`config.mk`:
```
export PLATFORM = sky130hd
export DESIGN_NAME = servo_angle_slew_ramp_core
export DESIGN_NICKNAME = d
export VERILOG_FILES = /design/src/hdl/sasr_pkg.sv /design/src/hdl/sasr_slew.sv /design/src/hdl/sasr_scale.sv /design/src/hdl/servo_angle_slew_ramp_core.sv
export SDC_FILE = /design/constraint.sdc
export NUM_CORES = 1
export LEC_CHECK = 0
export BUFFER_PORTS_ARGS = -buffer_cell sky130_fd_sc_hd__buf_4
export CAP_MARGIN = 20
export CORE_ASPECT_RATIO = 0.8
export CORE_MARGIN = 10
export CORE_UTILIZATION = 25
export CTS_BUF_LIST = sky130_fd_sc_hd__clkbuf_8 sky130_fd_sc_hd__clkbuf_16
export DETAILED_ROUTE_END_ITERATION = 8
export PLACE_DENSITY = 0.37
export SKIP_CTS_REPAIR_TIMING = 1
export SLEW_MARGIN = 40
export SYNTH_ARGS = -nofsm -noshare
export SYNTH_HDL_FRONTEND = slang
export SYNTH_SLANG_ARGS = --single-unit
```
`constraint.sdc`:
```
create_clock -name aclk -period 12.7 [get_ports aclk]
set_input_delay 1.27 -clock aclk [delete_from_list [all_inputs] [get_ports aclk]]
set_output_delay 1.27 -clock aclk [all_outputs]
set_load 0.005 [all_outputs]
```
`src/hdl/sasr_pkg.sv`:
```
// Shared types and constants for the servo angle slew ramp.
`timescale 1ns / 1ps

package sasr_pkg;

    // Largest angle a command may set, in degrees.
    localparam logic [7:0] ANGLE_MAX = 8'd180;

    // Reset values of the configuration registers and of the slew step.
    localparam logic [14:0] MIN_PULSE_RESET = 15'd500;
    localparam logic [14:0] MAX_PULSE_RESET = 15'd2500;
    localparam logic [7:0]  LIMP_FRAMES_RESET = 8'd8;
    localparam logic [4:0]  STEP_RESET = 5'd1;

    // Configuration register indexes.
    localparam logic [1:0] CFG_MIN_PULSE = 2'd0;
    localparam logic [1:0] CFG_MAX_PULSE = 2'd1;
    localparam logic [1:0] CFG_LIMP_FRAMES = 2'd2;

    // Request kinds carried on the input tuser.
    localparam logic REQ_COMMAND = 1'b0;
    localparam logic REQ_TICK = 1'b1;

    // Division by 180 is done as a shift by two and a reciprocal multiply by 1/45.
    // The reciprocal is exact for every dividend below 2^21.
    localparam logic [21:0] DIV_MUL = 22'd2982617;
    localparam int DIV_SHIFT = 27;

    // What a word does to the compare register.
    typedef enum logic [1:0] {
        OP_KEEP,
        OP_LOAD,
        OP_ZERO
    } cmp_op_t;

    // Word leaving the slew stage.
    typedef struct packed {
        cmp_op_t    op;
        logic [7:0] angle;
        logic       awake;
        logic       moving;
    } slew_word_t;

    // Word after the angle by span product.
    typedef struct packed {
        cmp_op_t            op;
        logic signed [24:0] prod;
        logic               awake;
        logic               moving;
    } prod_word_t;

    // Word after division by 180.
    typedef struct packed {
        cmp_op_t            op;
        logic signed [16:0] quot;
        logic               awake;
        logic               moving;
    } scaled_word_t;

endpackage

```
`src/hdl/sasr_slew.sv`:
```
// Slew state update: target commands, angle stepping and the limp countdown.
`timescale 1ns / 1ps

module sasr_slew (
    input  logic                  aclk,
    input  logic                  aresetn,
    input  logic                  in_valid,
    output logic                  in_ready,
    input  logic                  in_kind,
    input  logic signed [8:0]     in_target,
    input  logic [4:0]            in_step,
    input  logic [7:0]            limp_frames,
    output logic                  out_valid,
    input  logic                  out_ready,
    output sasr_pkg::slew_word_t  out_word
);

    logic [7:0] cur_angle_reg, cur_angle_next;
    logic [7:0] goal_angle_reg, goal_angle_next;
    logic [4:0] step_amount_reg, step_amount_next;
    logic [7:0] limp_count_reg, limp_count_next;
    logic       limp_pending_reg, limp_pending_next;
    logic       awake_reg, awake_next;
    logic       valid_reg;
    sasr_pkg::slew_word_t word_reg, word_next;
    logic       accept;
    logic [7:0] clamped;
    logic [4:0] step_fixed;
    logic [8:0] up_sum;
    logic [8:0] down_limit;

    assign in_ready = !valid_reg || out_ready;
    assign accept = in_valid && in_ready;
    assign out_valid = valid_reg;
    assign out_word = word_reg;

    always_comb begin
        if (in_target[8]) begin
            clamped = 8'd0;
        end else if (in_target[7:0] > sasr_pkg::ANGLE_MAX) begin
            clamped = sasr_pkg::ANGLE_MAX;
        end else begin
            clamped = in_target[7:0];
        end
        step_fixed = (in_step == 5'd0) ? 5'd1 : in_step;
        up_sum = {1'b0, cur_angle_reg} + {4'b0, step_amount_reg};
        down_limit = {1'b0, goal_angle_reg} + {4'b0, step_amount_reg};

        cur_angle_next = cur_angle_reg;
        goal_angle_next = goal_angle_reg;
        step_amount_next = step_amount_reg;
        limp_count_next = limp_count_reg;
        limp_pending_next = limp_pending_reg;
        awake_next = awake_reg;
        word_next.op = sasr_pkg::OP_KEEP;

        if (in_kind == sasr_pkg::REQ_COMMAND) begin
            if (cur_angle_reg == 8'd0 && clamped != 8'd0) begin
                awake_next = 1'b1;
            end
            goal_angle_next = clamped;
            step_amount_next = step_fixed;
            if (clamped == 8'd0) begin
                limp_pending_next = 1'b1;
                limp_count_next = limp_frames;
            end else begin
                limp_pending_next = 1'b0;
            end
        end else if (cur_angle_reg != goal_angle_reg) begin
            word_next.op = sasr_pkg::OP_LOAD;
            if (goal_angle_reg > cur_angle_reg) begin
                cur_angle_next = (up_sum > {1'b0, goal_angle_reg}) ? goal_angle_reg
                                                                    : up_sum[7:0];
            end else begin
                cur_angle_next = ({1'b0, cur_angle_reg} >= down_limit)
                               ? cur_angle_reg - {3'b0, step_amount_reg}
                               : goal_angle_reg;
            end
        end else if (limp_pending_reg) begin
            if (limp_count_reg != 8'd0) begin
                limp_count_next = limp_count_reg - 8'd1;
            end else begin
                word_next.op = sasr_pkg::OP_ZERO;
                awake_next = 1'b0;
                limp_pending_next = 1'b0;
            end
        end

        word_next.angle = cur_angle_next;
        word_next.awake = awake_next;
        word_next.moving = (cur_angle_next != goal_angle_next);
    end

    always_ff @(posedge aclk) begin
        if (!aresetn) begin
            cur_angle_reg <= 8'd0;
            goal_angle_reg <= 8'd0;
            step_amount_reg <= sasr_pkg::STEP_RESET;
            limp_count_reg <= 8'd0;
            limp_pending_reg <= 1'b0;
            awake_reg <= 1'b0;
            valid_reg <= 1'b0;
        end else begin
            if (accept) begin
                cur_angle_reg <= cur_angle_next;
                goal_angle_reg <= goal_angle_next;
                step_amount_reg <= step_amount_next;
                limp_count_reg <= limp_count_next;
                limp_pending_reg <= limp_pending_next;
                awake_reg <= awake_next;
            end
            if (in_ready) begin
                valid_reg <= in_valid;
            end
        end
    end

    always_ff @(posedge aclk) begin
        if (accept) begin
            word_reg <= word_next;
        end
    end

endmodule

```
`src/hdl/sasr_scale.sv`:
```
// Two-stage pipeline that scales an angle by the pulse span and divides by 180.
`timescale 1ns / 1ps

module sasr_scale (
    input  logic                    aclk,
    input  logic                    aresetn,
    input  logic                    in_valid,
    output logic                    in_ready,
    input  sasr_pkg::slew_word_t    in_word,
    input  logic [14:0]             min_pulse,
    input  logic [14:0]             max_pulse,
    output logic                    out_valid,
    input  logic                    out_ready,
    output sasr_pkg::scaled_word_t  out_word
);

    logic                   prod_valid_reg;
    sasr_pkg::prod_word_t   prod_word_reg, prod_word_next;
    logic                   quot_valid_reg;
    sasr_pkg::scaled_word_t quot_word_reg, quot_word_next;
    logic                   ready_prod;
    logic                   ready_quot;
    logic signed [15:0]     span;
    logic signed [8:0]      angle_s;
    logic [24:0]            mag;
    logic [20:0]            div_in;
    logic [42:0]            div_prod;
    logic [15:0]            quot_mag;

    assign ready_quot = !quot_valid_reg || out_ready;
    assign ready_prod = !prod_valid_reg || ready_quot;
    assign in_ready = ready_prod;
    assign out_valid = quot_valid_reg;
    assign out_word = quot_word_reg;

    // Product of angle and signed pulse span.
    always_comb begin
        span = $signed({1'b0, max_pulse}) - $signed({1'b0, min_pulse});
        angle_s = $signed({1'b0, in_word.angle});
        prod_word_next.op = in_word.op;
        prod_word_next.prod = angle_s * span;
        prod_word_next.awake = in_word.awake;
        prod_word_next.moving = in_word.moving;
    end

    // Quotient truncated toward zero, taken on the magnitude.
    always_comb begin
        mag = prod_word_reg.prod[24] ? 25'(-prod_word_reg.prod) : 25'(prod_word_reg.prod);
        div_in = mag[22:2];
        div_prod = 43'(div_in) * 43'(sasr_pkg::DIV_MUL);
        quot_mag = div_prod[sasr_pkg::DIV_SHIFT +: 16];
        quot_word_next.op = prod_word_reg.op;
        quot_word_next.quot = prod_word_reg.prod[24] ? -$signed({1'b0, quot_mag})
                                                     : $signed({1'b0, quot_mag});
        quot_word_next.awake = prod_word_reg.awake;
        quot_word_next.moving = prod_word_reg.moving;
    end

    always_ff @(posedge aclk) begin
        if (!aresetn) begin
            prod_valid_reg <= 1'b0;
            quot_valid_reg <= 1'b0;
        end else begin
            if (ready_prod) begin
                prod_valid_reg <= in_valid;
            end
            if (ready_quot) begin
                quot_valid_reg <= prod_valid_reg;
            end
        end
    end

    always_ff @(posedge aclk) begin
        if (ready_prod && in_valid) begin
            prod_word_reg <= prod_word_next;
        end
        if (ready_quot && prod_valid_reg) begin
            quot_word_reg <= quot_word_next;
        end
    end

endmodule

```
`src/hdl/servo_angle_slew_ramp_core.sv`:
```
// Top level of the servo angle slew ramp with configuration and output registers.
`timescale 1ns / 1ps

// Every input word yields one result word, and a new word is taken in every cycle
// while the output is drained. A word is a target command or a frame tick, selected
// by s_tuser. The angle and limp state update is registered at the accepting edge
// and is the only loop from one word to the next. A product stage, a divide-by-180
// stage and the output register that holds the compare value then follow it in that
// order. Configuration writes are taken in any cycle and are meant to happen while
// no word is in flight.

module servo_angle_slew_ramp_core (
    input  logic        aclk,
    input  logic        aresetn,
    input  logic        cfg_wr_en,
    input  logic [1:0]  cfg_index,
    input  logic [14:0] cfg_wr_data,
    input  logic        s_tvalid,
    output logic        s_tready,
    input  logic [15:0] s_tdata,  // commanded_angle[8:0], step_degrees[13:9], zero pad
    input  logic        s_tuser,  // req_type
    output logic        m_tvalid,
    input  logic        m_tready,
    output logic [23:0] m_tdata   // pulse_compare[14:0], hold_awake[15], moving[16], pad
);

    logic [14:0] min_pulse_reg;
    logic [14:0] max_pulse_reg;
    logic [7:0]  limp_frames_reg;

    logic                   slew_valid;
    logic                   slew_ready;
    sasr_pkg::slew_word_t   slew_word;
    logic                   sc_valid;
    logic                   sc_ready;
    sasr_pkg::scaled_word_t sc_word;

    logic        m_tvalid_reg;
    logic [14:0] compare_reg, compare_next;
    logic        awake_out_reg;
    logic        moving_out_reg;
    logic signed [17:0] pulse_sum;

    always_ff @(posedge aclk) begin
        if (!aresetn) begin
            min_pulse_reg <= sasr_pkg::MIN_PULSE_RESET;
            max_pulse_reg <= sasr_pkg::MAX_PULSE_RESET;
            limp_frames_reg <= sasr_pkg::LIMP_FRAMES_RESET;
        end else if (cfg_wr_en) begin
            unique case (cfg_index)
                sasr_pkg::CFG_MIN_PULSE: begin
                    min_pulse_reg <= cfg_wr_data;
                end
                sasr_pkg::CFG_MAX_PULSE: begin
                    max_pulse_reg <= cfg_wr_data;
                end
                sasr_pkg::CFG_LIMP_FRAMES: begin
                    limp_frames_reg <= cfg_wr_data[7:0];
                end
                default: begin
                end
            endcase
        end
    end

    sasr_slew u_slew (
        .aclk        (aclk),
        .aresetn     (aresetn),
        .in_valid    (s_tvalid),
        .in_ready    (s_tready),
        .in_kind     (s_tuser),
        .in_target   ($signed(s_tdata[8:0])),
        .in_step     (s_tdata[13:9]),
        .limp_frames (limp_frames_reg),
        .out_valid   (slew_valid),
        .out_ready   (slew_ready),
        .out_word    (slew_word)
    );

    sasr_scale u_scale (
        .aclk      (aclk),
        .aresetn   (aresetn),
        .in_valid  (slew_valid),
        .in_ready  (slew_ready),
        .in_word   (slew_word),
        .min_pulse (min_pulse_reg),
        .max_pulse (max_pulse_reg),
        .out_valid (sc_valid),
        .out_ready (sc_ready),
        .out_word  (sc_word)
    );

    assign sc_ready = !m_tvalid_reg || m_tready;

    always_comb begin
        pulse_sum = $signed({3'b0, min_pulse_reg}) + 18'(sc_word.quot);
        unique case (sc_word.op)
            sasr_pkg::OP_KEEP: begin
                compare_next = compare_reg;
            end
            sasr_pkg::OP_LOAD: begin
                if (pulse_sum[17]) begin
                    compare_next = 15'd0;
                end else if (pulse_sum[16:15] != 2'b00) begin
                    compare_next = 15'h7FFF;
                end else begin
                    compare_next = pulse_sum[14:0];
                end
            end
            sasr_pkg::OP_ZERO: begin
                compare_next = 15'd0;
            end
            default: begin
                compare_next = compare_reg;
            end
        endcase
    end

    always_ff @(posedge aclk) begin
        if (!aresetn) begin
            m_tvalid_reg <= 1'b0;
            compare_reg <= 15'd0;
        end else if (sc_ready) begin
            m_tvalid_reg <= sc_valid;
            if (sc_valid) begin
                compare_reg <= compare_next;
            end
        end
    end

    always_ff @(posedge aclk) begin
        if (sc_ready && sc_valid) begin
            awake_out_reg <= sc_word.awake;
            moving_out_reg <= sc_word.moving;
        end
    end

    assign m_tvalid = m_tvalid_reg;
    assign m_tdata = {7'b0, moving_out_reg, awake_out_reg, compare_reg};

endmodule

```
==> metrics.txt, run 1 <==
GRT Total Usage ~13%; vias per cell 4.500; setup TNS 0 ns; layout filler cell count roughly 9000; hold wc startpoint u_scale.prod_word_reg[0]; EDFF count, synth 63; Residual DRC 0; top_reg_cell synth dfxtp_1; Critical Path Start Type flop; Reg-to-Reg End u_scale.out_word[18]; Final Max Slew Viols 0; max-cap violations 0; vias in the first global route between 15000 and 20000; crit end category flop; # setup viols final 0; area leader, netlist fa_1; Distinct cells, synth 75; Compound-Gate Fraction of Synth Area approximately an eighth; multiplexer area fraction after synthesis less than 1%; Hold Vio Cnt, Final 0; Final Util ~28%; Hold WC Path Type reg2reg; Largest register FFs 28; H-tree Lvls 4; Rows between 90 and 100; Ant. Diodes 0; share of flip-flops with an asynchronous set or reset 0%; vias between 15000 and 20000; DP Area roughly 23000 sq um; Adder-Cell Fraction of Synth Area 39.83%; min Tclk post-route roughly 11 ns; initial antenna violation count 2; critical path peak fanout 10; worst hold stages 0; Yosys reg bits between 150 and 200; Crit path required time 12.93 ns; largest net degree at the start of global routing around 70; Max Fclk between 0.09 and 0.1 GHz; RSZ-0062 raised after global routing no; layout cell share with drive strength beyond 1 under 10%; Die Y ~280 um; Max stage delay on crit path ~0.65 ns; cell area after layout 23200 sq um; GPL Wtd Cong just over 0.8; Final nets roughly 3000; relative slew slack 44.44%; DR pass1 iterations 5; status finished, final reports clean; Slowest cell on crit path a21boi_0; synth-to-layout area growth 11.17%; CTS clk-pin slew, worst paths 0.07 ns; synthesized area per cell between 8 and 9 sq um; Post-Synth Simple-Gate Area approximately 14%; Seq/Total Area, Yosys 17.51%; largest family of logic cells by synthesized area adder cells; first-pass GRT wire length 95340 um; TritonCTS clock tree built; clock root buffer master clkbuf_16; Crit Path Class reg2reg; routed length per instance 16.74 um; initial core utilization between 20% and 30%; hold worst-path end u_scale.out_word[0]; Die Span X 343.0 um; Post-Synthesis Cells 2366; CTS Buf Count 17; initial DRC count around 840; YS warnings 0; period utilization around 86%; FF-to-FF path depth 32; Detail Placement HPWL ~50000 um; CTS max path bufs 2; RR Startpoint u_scale.prod_word_reg[4]; Final ANT Viol Nets 0; io pins 65; Worst-Margin Slew 0.8312 ns; post-synth top area share a little over a fifth; Worst Hold Margin about 0.42 ns; clk_skew around 0.012 ns; fraction of synthesized cell area in xor and xnor cells 5.084%; top cells by area, synth fa_1 (22%), ha_1 (18%), edfxtp_1 (9.1%); die area roughly 96000 sq um; WP data arrival about 11 ns; core area 82450 sq um; R2R Setup Slk between 1.5 and 2 ns; # port buffers 55; clock sink count ~150; Worst-Skew Late Latency approximately 0.48 ns; grt total ovfl 0; Post-Route WL roughly 59000 um; synthesized area 20870 sq um
-- cell usage in the layout, fill, tap and decap left out, types with 8 or more instances in the layout --
| master | count |
|---|---|
| mux2i_1 | 14 |
| buf_4 | 63 |
| and2_1 | 85 |
| a31oi_1 | 17 |
| clkbuf_16 | 17 |
| nand2_1 | 221 |
| a21oi_1 | 120 |
| xnor2_2 | 8 |
| dfxtp_1 | 88 |
| nand2b_1 | 20 |
| fa_1 | 229 |
| ha_1 | 298 |
| o211ai_1 | 17 |
| a21o_1 | 22 |
| a211oi_1 | 15 |
| nand3_1 | 29 |
| or3_1 | 8 |
| nor2b_1 | 25 |
| inv_1 | 474 |
| a21boi_0 | 36 |
| o21ai_0 | 92 |
| o21a_1 | 10 |
| xnor2_1 | 84 |
| xor2_1 | 25 |
| nor2_1 | 102 |
| o21bai_1 | 8 |
| nand4_1 | 14 |
| edfxtp_1 | 63 |
| or2_2 | 9 |
| nor4_1 | 9 |
| nor3_1 | 27 |
| nor3b_1 | 11 |
-- metal layers --
| layer | global-route usage [%] | routed length [um] | vias to the layer above |
|---|---|---|---|
| li1 | - | - | 7799 |
| met5 | 0 | 0 | - |
| met2 | 20.25 | 26500 | 146 |
| met1 | 18.09 | 30510 | 7808 |
| met3 | 1.495 | 1194 | 28 |
| met4 | 2.452 | 517 | 0 |
-- critical path, delay by kind of cell, from the launching register on --
kind / cells / cell delay, ns
DFF: 1 / 0.43
and+or+nand+nor: 12 / 4.10
AOI/OAI and AO/OA: 7 / 2.14
adders and majority gates: 8 / 3.41
xor gates and xnor gates: 2 / 0.33
buffers and inverters: 3 / 0.21
-- through the flow --
step / std cells / worst slack (ns)
5_1_grt: 3507 / 1.123
6_report: 3507 / 1.819
3_3_place_gp: 3473 / 1.732
4_1_cts: 3507 / 1.590
2_1_floorplan: 2372 / 3.022
3_5_place_dp: 3475 / 1.621
-- Yosys cell counts (9+ instances only) --
cell        n
inv_1     474
ha_1      298
fa_1      229
nand2_1   221
a21oi_1   120
nor2_1    104
o21ai_0    92
xnor2_1    92
dfxtp_1    88
and2_1     85
edfxtp_1   63
clkbuf_1   55
a21boi_0   37
nand3_1    29
nor3_1     28
nor2b_1    26
xor2_1     26
a21o_1     22
nand2b_1   20
a31oi_1    17
o211ai_1   17
a211oi_1   15
mux2i_1    14
nand4_1    14
nor3b_1    12
o21a_1     10
buf_4       9
nor4_1      9
or2_2       9
-- worst max path at each step --
stage / slack [ns] / cells past startpoint / start / to
2_1_floorplan: 3.02 / 32 / u_scale.prod_word_reg[4] / u_scale.out_word[18]
3_3_place_gp: 1.73 / 32 / u_scale.prod_word_reg[2] / u_scale.out_word[18]
3_5_place_dp: 1.62 / 32 / u_scale.prod_word_reg[2] / u_scale.out_word[18]
4_1_cts: 1.59 / 32 / u_scale.prod_word_reg[2] / u_scale.out_word[18]
5_1_grt: 1.12 / 32 / u_scale.prod_word_reg[2] / u_scale.out_word[18]
6_report: 1.82 / 32 / u_scale.prod_word_reg[4] / u_scale.out_word[18]
-- layout make-up --
type	instances	area (sq um)	share of cell area (%)
multi-input combinational	1680	15300	65.93
clock inverter	15	157.7	0.6795
timing repair buffer	65	503.0	2.168
tap	1104	1381	5.954
sequential	151	3654	15.75
inverter	475	1783	7.685
clock buffer	17	425.4	1.834
-- cells by family after synthesis --
group	after synthesis
DFF	151
muxes	15
adders and majority gates	527
buffers and inverters	541
and+or+nand+nor	593
AOI/OAI and AO/OA	419
other	1
xor gates and xnor gates	119
Power of run 1 is not shown: default switching activity piles up to over one toggle a cycle in this logic, so the estimate is an artifact.
==> run 2, diff against run 1 <==
- CORE_UTILIZATION: 25 -> 35
- PLACE_DENSITY: 0.37 -> 0.48
==> run 2 against run 1 <==
  * Clock skew is essentially flat
  * Sequential cell count stayed put
  * Register-to-register slack about the same
  * Fmax fell by 0.11%
  * Count of clock-buffer cells in the layout is 3 higher
  * Die area fell by 27%
  * First-iteration DRC count increased by 25%
  * Global-route usage is 2.8 points higher
  * Worst hold slack worse by 0.0050 ns
  * Via count shrank 0.23%
  * Core utilization rose by 11 points
==> metrics.txt, run 2 (synthesis results as in run 1) <==
crit end category flop; vias 15745; CTS clk-pin slew, worst paths around 0.070 ns; worst hold stages 0; most frequent cells in the layout inv_1 (474), ha_1 (298), fa_1 (229), nand2_1 (221), a21oi_1 (120); grt total ovfl 0; Top delay family on crit path simple AND/OR/NAND/NOR gates; FF-to-FF path depth 32; Final WS setup roughly 1.8 ns; initial antenna violation count 1; # setup viols final 0; largest net degree at the start of global routing 73; Hold Vio Cnt, Final 0; routed length per instance around 17 um; die area between 60000 and 70000 sq um; H-tree Lvls 4; Max Fclk 0.09181 GHz; clock sink count 151; Detail Placement HPWL about 45000 um; vias per cell about 5.0; dpl cells between 3000 and 4000; CTS max path bufs 2; GRT Total Usage between 10% and 20%; DR pass1 iterations 7; Die Y ~240 um; CTS Buf Count 17; Worst-Margin Slew 0.8087 ns; vias in the first global route around 16000; Rows 79; layout cell share with drive strength beyond 1 ~5.5%; Crit path required time about 13 ns; Critical Path Start Type flop; cell area after layout roughly 23000 sq um; dpl ws roughly 1.8 ns; Residual DRC 0; initial core utilization 35.61%; layout filler cell count 5964; # port buffers 55; core area slightly below 60000 sq um; relative slew slack between 40 and 50%; Crit Path Class reg2reg; io pins 65; min Tclk post-route 10.89 ns; Worst-Skew Late Latency between 0.4 and 0.5 ns; TritonCTS clock tree built; clock root buffer master clkbuf_16; commonest non-fill, non-tap cell in the layout inv_1; Final nets ~3000; period utilization 85.77%; Max stage delay on crit path about 0.6 ns; Ant. Diodes 0; R2R Setup Slk around 1.8 ns; Cell Count, Final, Fillers Out roughly 3200; WP buf/inv 3; status finished, final reports clean; Largest register FFs 28; Final Max Slew Viols 0; WP data arrival approximately 11 ns; Slowest cell on crit path nor3_1; hold worst-path end awake_out_reg; RSZ-0062 raised after global routing no; max-cap violations 0; setup TNS 0 ns; hold wc startpoint u_scale.out_word[1]; RR Startpoint u_scale.prod_word_reg[4]; Die Span X 293.0 um; Hold WC Path Type reg2reg; clk_skew approximately 0.011 ns; first-pass GRT wire length about 87000 um; Post-Route WL about 53000 um; Final ANT Viol Nets 0; GPL Wtd Cong between 0.8 and 0.9; synth-to-layout area growth 9.358%; DP Area approximately 22000 sq um; initial DRC count roughly 1000; Reg-to-Reg End u_scale.out_word[18]; critical path peak fanout 10
-- run 2: changes by cell type in the layout (fill, tap and decap cells not counted), moves of 2 or more --
cell / before / now
inv_6: 5 / 0
xnor2_1: 84 / 88
xnor2_2: 8 / 4
bufinv_16: 1 / 4
clkinv_1: 1 / 4
inv_8: 3 / 0
clkbuf_16: 17 / 19
clkinv_4: 2 / 4
inv_4: 2 / 0
-- run 2: worst max path at each step --
| stage | startpoint | to | slack [ns] | depth (start not counted) |
|---|---|---|---|---|
| 6_report | u_scale.prod_word_reg[4] | u_scale.out_word[18] | 1.81 | 32 |
| 5_1_grt | u_scale.prod_word_reg[4] | u_scale.out_word[18] | 1.18 | 32 |
| 4_1_cts | u_scale.prod_word_reg[2] | u_scale.out_word[18] | 1.72 | 32 |
| 3_5_place_dp | u_scale.prod_word_reg[4] | u_scale.out_word[18] | 1.79 | 32 |
| 3_3_place_gp | u_scale.prod_word_reg[4] | u_scale.out_word[18] | 1.89 | 32 |
| 2_1_floorplan | u_scale.prod_word_reg[4] | u_scale.out_word[18] | 3.02 | 32 |
-- run 2: metrics by stage --
step / util (%) / hold WS, ns
floorplan: - / 0.4003
global placement: 37.64 / 0.4038
detailed placement: 37.75 / 0.4063
CTS: 38.88 / 0.4197
global route: 38.94 / 0.4346
finish: 38.94 / 0.4180
-- run 2: per-layer routing --
metal / global-route usage [%] / wire length [um] / vias to the layer above
met5: 0 / 0 / -
met4: 3.417 / 748 / 0
met3: 1.605 / 1743 / 42
met2: 24.50 / 23740 / 225
met1: 22.39 / 27080 / 7682
li1: - / - / 7796
-- run 2: cell type report --
| class | count | area (sq um) | share of cell area [%] |
|---|---|---|---|
| Multi-Input combinational cell | 1680 | 15260 | 66.86 |
| Sequential cell | 151 | 3654 | 16.01 |
| Inverter | 475 | 1783 | 7.812 |
| Tap cell | 769 | 962.2 | 4.216 |
| Timing Repair Buffer | 65 | 506.7 | 2.220 |
| Clock buffer | 20 | 489.2 | 2.144 |
| Clock inverter | 12 | 170.2 | 0.7456 |
Power of run 2 is left out for the same reason.
==> run 3, diff against run 2 <==
- ABC_AREA: not set -> 1
- SKIP_LAST_GASP: not set -> 1
==> run 3 against run 2 <==
  * Worst setup slack better by 2.4 ns
  * Global-route usage is 1.2 points higher
  * Die area is 3.6% higher
  * Largest cell class unchanged
  * Core utilization is 0.45 points lower
  * Synthesized cell count is 18% higher
==> metrics.txt, run 3 <==
Final ANT Viol Nets 0; CTS clk-pin slew, worst paths ~0.07 ns; Residual DRC 0; GPL Wtd Cong between 0.8 and 0.9; hold worst-path end u_scale.out_word[0]; vias in the first global route around 18000; share of flip-flops with an asynchronous set or reset 0%; Max Used Layer met4; max-cap violations 0; Max stage delay on crit path a little under 0.6 ns; hold wc startpoint u_scale.prod_word_reg[0]; most frequent cells in the layout inv_1 (631), nand2_1 (521), ha_1 (298), fa_1 (229), nor2_1 (212); Hold WC Path Type reg2reg; layout cell share with drive strength beyond 1 about 6.0%; Slowest cell on crit path fa_1; clk_skew 0.01425 ns; Reg-to-Reg End u_scale.out_word[14]; crit end category flop; initial core utilization a little over a third; Seq/Total Area, Yosys between 10% and 20%; R2R Setup Slk about 4.2 ns; vias ~18000; setup TNS 0 ns; RR Startpoint u_scale.prod_word_reg[26]; YS warnings 0; met3 WL 2008 um; Worst-Skew Late Latency 0.45 ns; Largest register FFs 28; core area 61210 sq um; top_reg_cell synth dfxtp_1; DR pass1 iterations 5; routed length per instance ~16 um; synth-to-layout area growth 8.667%; worst hold stages 0; synthesized area 21680 sq um; critical path peak fanout 32; Final Max Slew Viols 0; min Tclk post-route around 8.5 ns; CTS max path bufs 2; Die Y ~240 um; commonest non-fill, non-tap cell in the layout inv_1; grt total ovfl 0; GRT Total Usage between 10% and 20%; Rows roughly 80; io pins between 60 and 70; TritonCTS clock tree built; FF-to-FF path depth 30; clock root buffer master clkbuf_16; die area 72370 sq um; metal2 WL 26540 um; Post-Route WL between 60000 and 70000 um; WL met1 30940 um; period utilization between 60% and 70%; initial DRC count 1227; post-synth top area share 21.14%; Distinct cells, synth 60; WP data arrival ~8.7 ns; top cells by area, synth fa_1 (21%), ha_1 (17%), inv_1 (11%); Hold Vio Cnt, Final 0; area leader, netlist fa_1; Crit path required time roughly 13 ns; H-tree Lvls 4; # port buffers between 50 and 60; RSZ-0062 raised after global routing no; most frequent cells after synthesis inv_1 (630), nand2_1 (521), ha_1 (298); Detail Placement HPWL 51920 um; Ant. Diodes 0; clock sink count 151; initial antenna violation count 0; CTS Buf Count 17; Critical Path Start Type flop; most common cell in the synthesized netlist inv_1; status finished, final reports clean; Max Fclk 0.1180 GHz; EDFF count, synth 63; Yosys reg bits 151; Final nets roughly 3400; synthesized area per cell between 7 and 8 sq um; Post-Synthesis Cells about 2800; # setup viols final 0; Die Span X 298.3 um; Crit Path Class reg2reg; largest net degree at the start of global routing 52; vias per cell around 4.8; most frequent CP cell fa_1; first-pass GRT wire length between 90000 and 100000 um; relative slew slack between 40 and 50%; Worst-Margin Slew ~0.85 ns
[run 3: stage by stage]
stage / util (%) / instance area [sq um] / setup WS [ns] / hold WS, ns / cells
finish: 38.49 / 23560 / 4.224 / 0.4199 / 3682
detailed placement: 37.52 / 22970 / 4.266 / 0.4054 / 3650
CTS: 38.48 / 23560 / 4.235 / 0.4230 / 3682
floorplan: - / 21710 / 5.475 / 0.4003 / 2809
global route: 38.49 / 23560 / 3.603 / 0.4257 / 3682
global placement: 37.49 / 22950 / 4.367 / 0.4054 / 3650
[run 3: worst max-delay path by stage]
stage / start / end / slack (ns)
floorplan: u_scale.prod_word_reg[4] / u_scale.out_word[14] / 5.47
global placement: u_scale.prod_word_reg[26] / u_scale.out_word[15] / 4.37
detailed placement: u_scale.prod_word_reg[26] / u_scale.out_word[14] / 4.27
CTS: u_scale.prod_word_reg[26] / u_scale.out_word[14] / 4.23
global route: u_scale.prod_word_reg[26] / u_scale.out_word[15] / 3.60
finish: u_scale.prod_word_reg[26] / u_scale.out_word[14] / 4.22
[run 3: critical path: cells and delay by family (launching register included)]
| family | cells | cell delay (ns) |
|---|---|---|
| xor+xnor | 1 | 0.58 |
| buf+inv | 6 | 1.05 |
| compound gates | 5 | 1.17 |
| fa+ha+maj | 8 | 3.97 |
| flops | 1 | 0.33 |
| simple gates | 10 | 1.08 |
[run 3: layout make-up]
cell class / instances / area [sq um]
Inverter: 647 / 2429
Clock inverter: 12 / 110.1
Sequential cell: 151 / 3654
Tap cell: 830 / 1039
Fill cell: 6510 / 37650
Clock buffer: 20 / 478.0
Timing Repair Buffer: 63 / 473.0
Multi-Input combinational cell: 1959 / 15380
[run 3: cell families after synthesis]
kind of cell,count (synthesis),synth area share [%]
compound gates,364,9.400
xor+xnor,100,4.143
fa+ha+maj,527,38.34
buf+inv,699,12.42
flops,151,16.85
other cells,1,0.01729
simple gates,961,18.83
[run 3: routing by layer]
metal,global-route usage (%),up-vias
li1,-,8820
met1,24.39,8688
met2,26.04,294
met3,2.090,34
met4,2.791,0
met5,0,-
Power of run 3 is left out for the same reason.
